## src/sv/tun_pkg.sv

```systemverilog
// ----------------------------------------------------------------------------
// Triangle unit normal package
// Widths, stage counts and shared types for the triangle unit normal core.
// ----------------------------------------------------------------------------
package tun_pkg;

  localparam int COORD_W    = 24;  // vertex coordinate width, Q8.16
  localparam int NFB        = 14;  // fraction bits of the normal
  localparam int OUT_W      = 16;  // width of one normal component
  localparam int NORM_TOP   = 30;  // normalized magnitudes land in [2^29, 2^30)

  localparam int DIFF_W     = COORD_W + 1;
  localparam int PROD_W     = 2 * DIFF_W;
  localparam int MAG_W      = PROD_W + 1;
  localparam int A_W        = NORM_TOP;
  localparam int SQ_W       = 2 * A_W;
  localparam int SUM_W      = SQ_W + 2;
  localparam int RS_W       = SUM_W + 1;
  localparam int ROOT_W     = SUM_W / 2;
  localparam int Q_W        = NFB + 1;
  localparam int NUM_W      = A_W + NFB + 1;

  localparam int NCHUNK     = (MAG_W + 7) / 8;
  localparam int CHUNK_W    = $clog2(NCHUNK);
  localparam int LEN_W      = $clog2(NCHUNK * 8 + 1);
  localparam int SH_W       = LEN_W + 1;

  localparam int IN_DATA_W  = ((9 * COORD_W + 7) / 8) * 8;
  localparam int OUT_DATA_W = ((3 * OUT_W + 7) / 8) * 8;

  localparam int Q_DEPTH    = 4;
  localparam int QA_W       = $clog2(Q_DEPTH);

  // Classified cross product: magnitudes, signs and the degenerate flag.
  typedef struct packed {
    logic [2:0][MAG_W-1:0] mag;
    logic [2:0]            neg;
    logic                  deg;
  } item_t;

  // Queue link between the front part, the queue and the back part.
  typedef struct packed {
    logic  valid;
    item_t item;
  } qlink_t;

  // Per-item payload carried alongside the square root and the dividers.
  typedef struct packed {
    logic [2:0][A_W-1:0] a;
    logic [2:0]          neg;
    logic                deg;
  } lane_t;

endpackage

```

## src/sv/tun_fifo.sv

```systemverilog
// ----------------------------------------------------------------------------
// Triangle unit normal queue
// Short first-in first-out queue between the front and back parts.
// ----------------------------------------------------------------------------
module tun_fifo (
  input  logic            clk,
  input  logic            rst,
  input  tun_pkg::qlink_t push,
  input  logic            pop,
  output logic            full,
  output tun_pkg::qlink_t head
);
  import tun_pkg::*;

  item_t           mem [Q_DEPTH];
  logic [QA_W-1:0] wr;
  logic [QA_W-1:0] rd;
  logic [QA_W:0]   cnt;

  always_ff @(posedge clk) begin
    if (push.valid) begin
      mem[wr] <= push.item;
    end
  end

  always_ff @(posedge clk) begin
    if (rst) begin
      wr  <= '0;
      rd  <= '0;
      cnt <= '0;
    end else begin
      if (push.valid) begin
        wr <= wr + QA_W'(1);
      end
      if (pop) begin
        rd <= rd + QA_W'(1);
      end
      cnt <= cnt + (QA_W+1)'(push.valid) - (QA_W+1)'(pop);
    end
  end

  assign full       = (cnt == (QA_W+1)'(Q_DEPTH));
  assign head.valid = (cnt != '0);
  assign head.item  = mem[rd];

endmodule

```

## config.mk

```make
export PLATFORM = sky130hd
export DESIGN_NAME = tun_fifo
export DESIGN_NICKNAME = d
export VERILOG_FILES = /design/src/sv/tun_pkg.sv /design/src/sv/tun_fifo.sv
export SDC_FILE = /design/constraint.sdc
export NUM_CORES = 1
export LEC_CHECK = 0
export BUFFER_PORTS_ARGS = -buffer_cell sky130_fd_sc_hd__buf_2
export CORE_MARGIN = 1.5
export CORE_UTILIZATION = 55
export CTS_CLUSTER_SIZE = 14
export DETAILED_ROUTE_END_ITERATION = 7
export PLACE_DENSITY = 0.77
export REMOVE_ABC_BUFFERS = 1
export SLEW_MARGIN = 20
export SYNTH_ARGS = -nofsm -noshare
export SYNTH_HDL_FRONTEND = slang
export SYNTH_SLANG_ARGS = --single-unit
```

## constraint.sdc

```tcl
create_clock -name clk -period 6.65 [get_ports clk]
set_input_delay 0.665 -clock clk [delete_from_list [all_inputs] [get_ports clk]]
set_output_delay 0.665 -clock clk [all_outputs]
set_load 0.05 [all_outputs]
```

* Yosys cells after proc, flatten, opt, wreduce, memory -nomap -nowiden
Memories as Yosys holds them, arrays and structs flattened. A register that Yosys moved wholly into a read port is not among the register bits. Cells that the tools add are included. Widths: inputs -> output; s select.
Storage, ports and cells: input bits 161, bits in registers 7, memories kept 1, output and inout bits 159, memory bits (writable) 628
Memories:
- mem | words 4, bits a word 157, read ports 1, clocked after memory_dff 1, write ports 1, line tun_fifo.sv:15 | item_t mem [Q_DEPTH];
Cells by class: $add $sub $neg 4, equal/unequal tests 1, mux-type cells 4, reductions and logical operators 1
Operators by type and width (number):
- $add 2x1->2 const B | 2
- $mux 2 | 2
- $add 3x1->3 | 1
- $eq 3x3->1 const B | 1
- $reduce_bool 3->1 | 1
- $sub 3x1->3 | 1
- $mux 1 | 2

* Depth between registers and ports, before layout
Gate-level depths: netlist of run 1.
depth in word-level cells 3, mapped depth 7

* Worst setup path before layout of run 1
No wires, ideal clock.
path type in2reg, from input push[157] (netlist bit), to memory mem[0][0] (netlist bit), enable pin, path slack 1.871 ns, data required time 6.115 ns, arrival 4.244 ns, path buffers 0, stages on the path 1, cell sequence and2_1
On the way: word-level cells in the longest chain between the ends 2
RTL lines:
- from (decl) | line tun_fifo.sv:8 | input tun_pkg::qlink_t push,
- $mux 1 | line tun_fifo.sv:21 | if (push.valid) begin
- $mux 1 (implied by the code) | line tun_fifo.sv:22 | mem[wr] <= push.item;
- to (decl) | line tun_fifo.sv:15
Every way passes these cells.

==> results.toml, run 1 <==
[run_status]
status = "finished, violations left"
violations = "slew limit"

[detailed_routing]
post-route-drc-count = 0
vias_per_cell = 5.63
num_vias = 10200
final_antenna_net_count = 0
drt_iter0_drc = 723
wl_per_cell_um = 23.3
dr.pass1.iters = 4
wirelength_um = 42300

[pwr]
vdd_drop_max_mv = 0.256
power.total_mw = 9.09
power_leakage_nw = 9.06
powerDensity_mw_per_mm2 = 335

[grt]
grt_pass1_vias = 10600
track_usage_pct = 19.8
grt_overflow = 0
antenna_found_initial = 12
grt_pass1_wl_um = 63700
grt_max_degree = 158

[placed_design]
place_area_mm2 = 0.0253
post-place-ws_ps = 3490
numPortBuffers = 319
routabilityCongestion = 0.747
place.detailed.hpwl_um = 23800

[critical_path]
critPathBufInv = 2
crit_type = "reg -> out"
cp.required_ps = 5980
slowest_stage = "dfxtp_4"
endpoint_kind = "primary output"
start_kind = "register"
cp.arrival_ps = 3020
critPathMaxStageDelay_ps = 980
crit_fanout = 65
cp_top_family = "flip-flops"
crit_chain = "buf_12 > mux4_2 > buf_2"

[sta]
setup_ws_ps = 2970
period_minus_slack_ps = 3680
fin_setup_tns_ps = 0
worstMarginPinSlew_ps = 1530
relSlewSlack_pct = -2.04
final-hold-violation-count = 0
min_period_over_period_pct = 55.3
fin_skew_ps = 10.0
max_freq_mhz = 272
rsz0062_at_grt = "no"
setup_viol = 0
slew_violations = 39

[final_layout]
layout-drive-gt1-share_pct = 45.0
multiInputGateArea_mm2 = 0.00378
nets = 1384
nFillCells = 2677
register_area_mm2 = 0.0190
fin_area_mm2 = 0.0271
area.growth.synth_to_final_pct = 16.9

[logic_synthesis]
ys_ff_latch = 637
synth_warnings = 0
yosys.area.top_type_share_pct = 81.3
synth_area_leaders = "edfxtp_1 (81%), mux4_2 (15%), buf_12 (0.95%), dfxtp_1 (0.78%), ha_1 (0.32%)"
yosysTopAreaCell = "edfxtp_1"
yosysSeqAreaShare_pct = 82.0
synthFlopType = "edfxtp_1"
ys_types = 23
synth-async-reset-ratio_pct = 0
synth_cells = 862
synth_edf_count = 628
syn_avg_cell_area_um2 = 26.9
syn_area_mm2 = 0.0232

[die]
ios = 320
rows = 75
fp.dieW_um = 208
coreArea_mm2 = 0.0418
dieHeight_um = 208
die-area_mm2 = 0.0434
initial_core_util_pct = 55.6

[run]
cap_viol_max_count = 0

[clocking]
cts_resized = 0
worstSkewPairLatency_ps = 600
cts_setup_buffers = 0
htreeDepth = 2
cts_max_path_buffers = 3
numCtsBuffers = 61
clk_pin_slew_worst_paths_ps = 60
cts_tree = "yes"
hold_buffers = 0
cts_sinks = 637
cts-root-buf = "clkbuf_16"

[min_path]
hold_path.class = "in -> reg"
[cell type report]
| cell class | count | area share, % |
|---|---|---|
| Clock buffer | 79 | 6.03 |
| Multi-Input combinational cell | 184 | 13.9 |
| Antenna cell | 10 | 0.0922 |
| Clock inverter | 32 | 0.761 |
| Timing Repair Buffer | 326 | 6.40 |
| Tap cell | 539 | 2.49 |
| Sequential cell | 637 | 70.2 |
| Inverter | 6 | 0.0830 |
[placed cells by master (no fill, tap or decap), types with 2 or more instances in the layout]
cell,count
buf_2,319
clkinv_2,9
xnor2_1,2
nor2b_1,2
diode_2,10
inv_1,6
clkbuf_16,63
ha_1,6
dfxtp_1,7
bufinv_16,2
nor2_1,5
clkinvlp_4,2
clkinv_4,2
dfxtp_4,2
edfxtp_1,628
mux4_2,157
clkbuf_1,16
and2_4,4
buf_12,7
clkinv_1,16
[sequential cells by signal, summed over array words and instances (netlist names), named ones only]
name and cells:
wr 2, rd 2, mem 628, cnt 3
[kinds of logic after synthesis]
kind of cell / count (synthesis) / synth area share [%]
flops: 637 / 82.0
mux: 158 / 15.3
buf+inv: 41 / 1.70
simple gates: 14 / 0.329
fa+ha+maj: 7 / 0.410
xor+xnor: 3 / 0.178
compound gates: 2 / 0.0647
[cells in the mapped netlist, types with 2 or more instances]
master      n
edfxtp_1  628
nor2b_1     2
mux4_2    157
buf_2      14
dfxtp_1     9
buf_1       2
buf_4       2
xnor2_1     2
ha_1        6
buf_6       5
nor2_1      5
buf_12     11
and2_1      4
inv_1       6
[metrics by stage]
stage                     util, %  std cells  hold WS [ps]
after floorplan                 -        827           492
after global placement       60.5       1692           527
final                        65.0       1813           268
after CTS                    64.9       1803           220
after global routing         64.9       1808           240
after detailed placement     60.5       1692           534
[final timing paths]
| check | from | endpoint | slack, ps | cells past startpoint |
|---|---|---|---|---|
| hold / removal | push[115] | mem[0][115]$_DFFE_PP_ | 270 | 1 |
| hold reg to reg | rd[1]$_SDFFE_PP0P_ | register | 550 | 2 |
| setup / recovery | register | head[36] | 2970 | 3 |
| setup reg to reg | wr[1]$_SDFFE_PP0P_ | mem[1][53]$_DFFE_PP_ | 4310 | 4 |
[power by group]
part / leakage [nW] / switching [mW] / internal, mW
Sequential: 5.84 / 0.0688 / 4.62
Clock: 0.897 / 1.36 / 1.80
Combinational: 2.31 / 0.864 / 0.370
[worst register-to-register path, cell delays in order (launching register included)]
cell     delay (ps)
dfxtp_1         330
inv_1            80
ha_1            140
and2_4          660
buf_12          500
[layer usage]
metal	GRT usage, %	share of wire, %	vias to the layer above
met1	27.3	41	5325
met5	0	0.13	-
met3	5.16	7.4	75
li1	-	-	4461
met4	7.58	2.6	10
met2	30.7	49	336
(Power assumes the default switching activity.)
==> run 2: changes to the inputs <==
--- a/config.mk
+++ b/config.mk
@@ -7,10 +7,10 @@
 export LEC_CHECK = 0
 export BUFFER_PORTS_ARGS = -buffer_cell sky130_fd_sc_hd__buf_2
 export CORE_MARGIN = 1.5
-export CORE_UTILIZATION = 55
+export CORE_UTILIZATION = 51
 export CTS_CLUSTER_SIZE = 14
 export DETAILED_ROUTE_END_ITERATION = 7
-export PLACE_DENSITY = 0.77
+export PLACE_DENSITY = 0.75
 export REMOVE_ABC_BUFFERS = 1
 export SLEW_MARGIN = 20
 export SYNTH_ARGS = -nofsm -noshare
==> constraint.sdc (replaced) <==
create_clock -name clk -period 3.3 [get_ports clk]
set_input_delay 0.33 -clock clk [delete_from_list [all_inputs] [get_ports clk]]
set_output_delay 0.33 -clock clk [all_outputs]
set_load 0.05 [all_outputs]
==> run 2 against run 1 <==
Against the previous run:
- the run now ends clean
- cell count increased by 13%
- cell area increased by 7.5%
- sequential cell count unchanged
- critical path depth unchanged
- sequential share of layout area decreased by 4.9 points
- die area increased by 7.7%
- sequential power increased by 100%
- total power increased by 110%
- clock power increased by 120%
- highest routed layer unchanged
==> results.toml, run 2 (synthesized netlist as in run 1, its figures left out) <==
[detailed_routing]
drt_iter0_drc = 804
wl_per_cell_um = 23.6
dr.pass1.iters = 5
num_vias = 11200
vias_per_cell = 5.47
final_antenna_net_count = 0
post-route-drc-count = 0
wirelength_um = 48200

[critical_path]
cp.required_ps = 2970
endpoint_kind = "primary output"
crit_type = "reg -> out"
cp.arrival_ps = 2500
start_kind = "register"
crit_fanout = 52

[final_layout]
reg_top3 = "mem: 628 flops, cnt: 3 flops"
layout-drive-gt1-share_pct = 41.4
register_area_mm2 = 0.0190
final_cell_mix = "edfxtp_1 (628), buf_2 (319), dlygate4sd3_1 (158), mux4_2 (157), clkbuf_16 (63)"
area.growth.synth_to_final_pct = 25.6
fin_area_mm2 = 0.0292
nFillCells = 2797
final_common_cell = "edfxtp_1"
multiInputGateArea_mm2 = 0.00378
nets = 1561
largest_register_ffs = 628
top_register = "mem"

[pwr]
seqPwrFrac_pct = 49.2
p_int_mw = 14.4
pwr-share-comb_pct = 14.3
p_sw_share_pct = 25.1
powerDensity_mw_per_mm2 = 657
power_leakage_nw = 9.92
power_frac_clock_pct = 36.5
switching_power_mw = 4.80
vdd_drop_max_mv = 0.655

[sta]
rsz0062_at_grt = "no"
relSlewSlack_pct = 46.4
max_freq_mhz = 354
worstMarginPinSlew_ps = 804
min_period_over_period_pct = 85.7
slew_violations = 0
setup_viol = 0
fin_setup_tns_ps = 0
fin_skew_ps = 23.6
period_minus_slack_ps = 2830
final-hold-violation-count = 0

[die]
fp.dieW_um = 216
initial_core_util_pct = 52.1
dieHeight_um = 216
ios = 320
coreArea_mm2 = 0.0445
die-area_mm2 = 0.0468
rows = 77

[clocking]
htreeDepth = 2
cts_resized = 0
cts-root-buf = "clkbuf_16"
numCtsBuffers = 61
clk_pin_slew_worst_paths_ps = 60
cts_max_path_buffers = 3
cts_tree = "yes"
worstSkewPairLatency_ps = 610
cts_sinks = 637

[placed_design]
routabilityCongestion = 0.747
place_area_mm2 = 0.0255
place.detailed.hpwl_um = 27300
numPortBuffers = 319

[grt]
track_usage_pct = 21.0
grt_pass1_wl_um = 73100
grt_max_degree = 76
grt_pass1_vias = 12100
grt_overflow = 0
antenna_found_initial = 6

[run_status]
status = "completed"

[run]
cap_viol_max_count = 0

[min_path]
hold_path.class = "in -> reg"
run 2: changes by cell type in the layout (fill, tap and decap cells not counted), sizes merged:
cell         previous run  this run
clkbuf                 79        82
buf                   326       345
bufinv                  2         8
diode                  10         5
clkinv                 27        20
clkinvlp                2         3
dlygate4sd3             0       158
run 2: critical path, stage by stage, from the launching register on:
cell and delay (ps):
dfxtp_4 600, buf_12 390, mux4_2 600, buf_2 230
run 2: area by class of cell:
cell class | count | share of cell area, %
Tap cell | 592 | 2.54
Clock inverter | 32 | 1.24
Inverter | 6 | 0.0772
Timing Repair Buffer | 503 | 12.1
Sequential cell | 637 | 65.3
Clock buffer | 82 | 5.72
Multi-Input combinational cell | 184 | 13.0
Antenna cell | 5 | 0.0429
run 2: timing repair:
item                                   CTS  global route
endpoints found under the hold margin  637             0
buffers inserted                         0             0
hold buffers                           158             0
run 2: final timing paths:
| path | from | end | slack (ps) | cells past startpoint |
|---|---|---|---|---|
| worst max-delay path | register | head[5] | 470 | 3 |
| worst min register to register | rd[0]$_SDFFE_PP0P_ | rd[1]$_SDFFE_PP0P_ | 550 | 2 |
| worst max register to register | wr[0]$_SDFFE_PP0P_ | mem[2][116]$_DFFE_PP_ | 1320 | 4 |
| worst min-delay path | pop | rd[1]$_SDFFE_PP0P_ | 100 | 3 |
run 2: stage by stage:
| step | total power, mW | hold WS [ps] | util (%) | setup WS (ps) | cells |
|---|---|---|---|---|---|
| after floorplan | 11.5 | 402 | - | -4470 | 827 |
| after global placement | 12.1 | 511 | 57.4 | 1060 | 1764 |
| after detailed placement | 12.2 | 515 | 57.4 | 1060 | 1764 |
| after CTS | 19.3 | 19.5 | 65.5 | 382 | 2036 |
| after global routing | 19.8 | 79.5 | 65.5 | 305 | 2040 |
| final | 19.2 | 101 | 65.5 | 473 | 2041 |
run 2: metal layers:
metal / routed length, um / up-vias / track usage (%)
met2: 25100 / 473 / 35.4
met3: 3370 / 95 / 4.72
met4: 1350 / 2 / 7.36
li1: - / 4813 / -
met1: 18300 / 5775 / 27.1
met5: 8 / - / 0
run 2: power groups by stage:
stage | combinational [mW] | clock, mW | sequential, mW
final | 2.74 | 6.99 | 9.43
after global routing | 2.87 | 7.44 | 9.46
after CTS | 2.76 | 7.11 | 9.43
after detailed placement | 2.60 | 0 | 9.60
after global placement | 2.56 | 0 | 9.57
after floorplan | 1.83 | 0 | 9.70
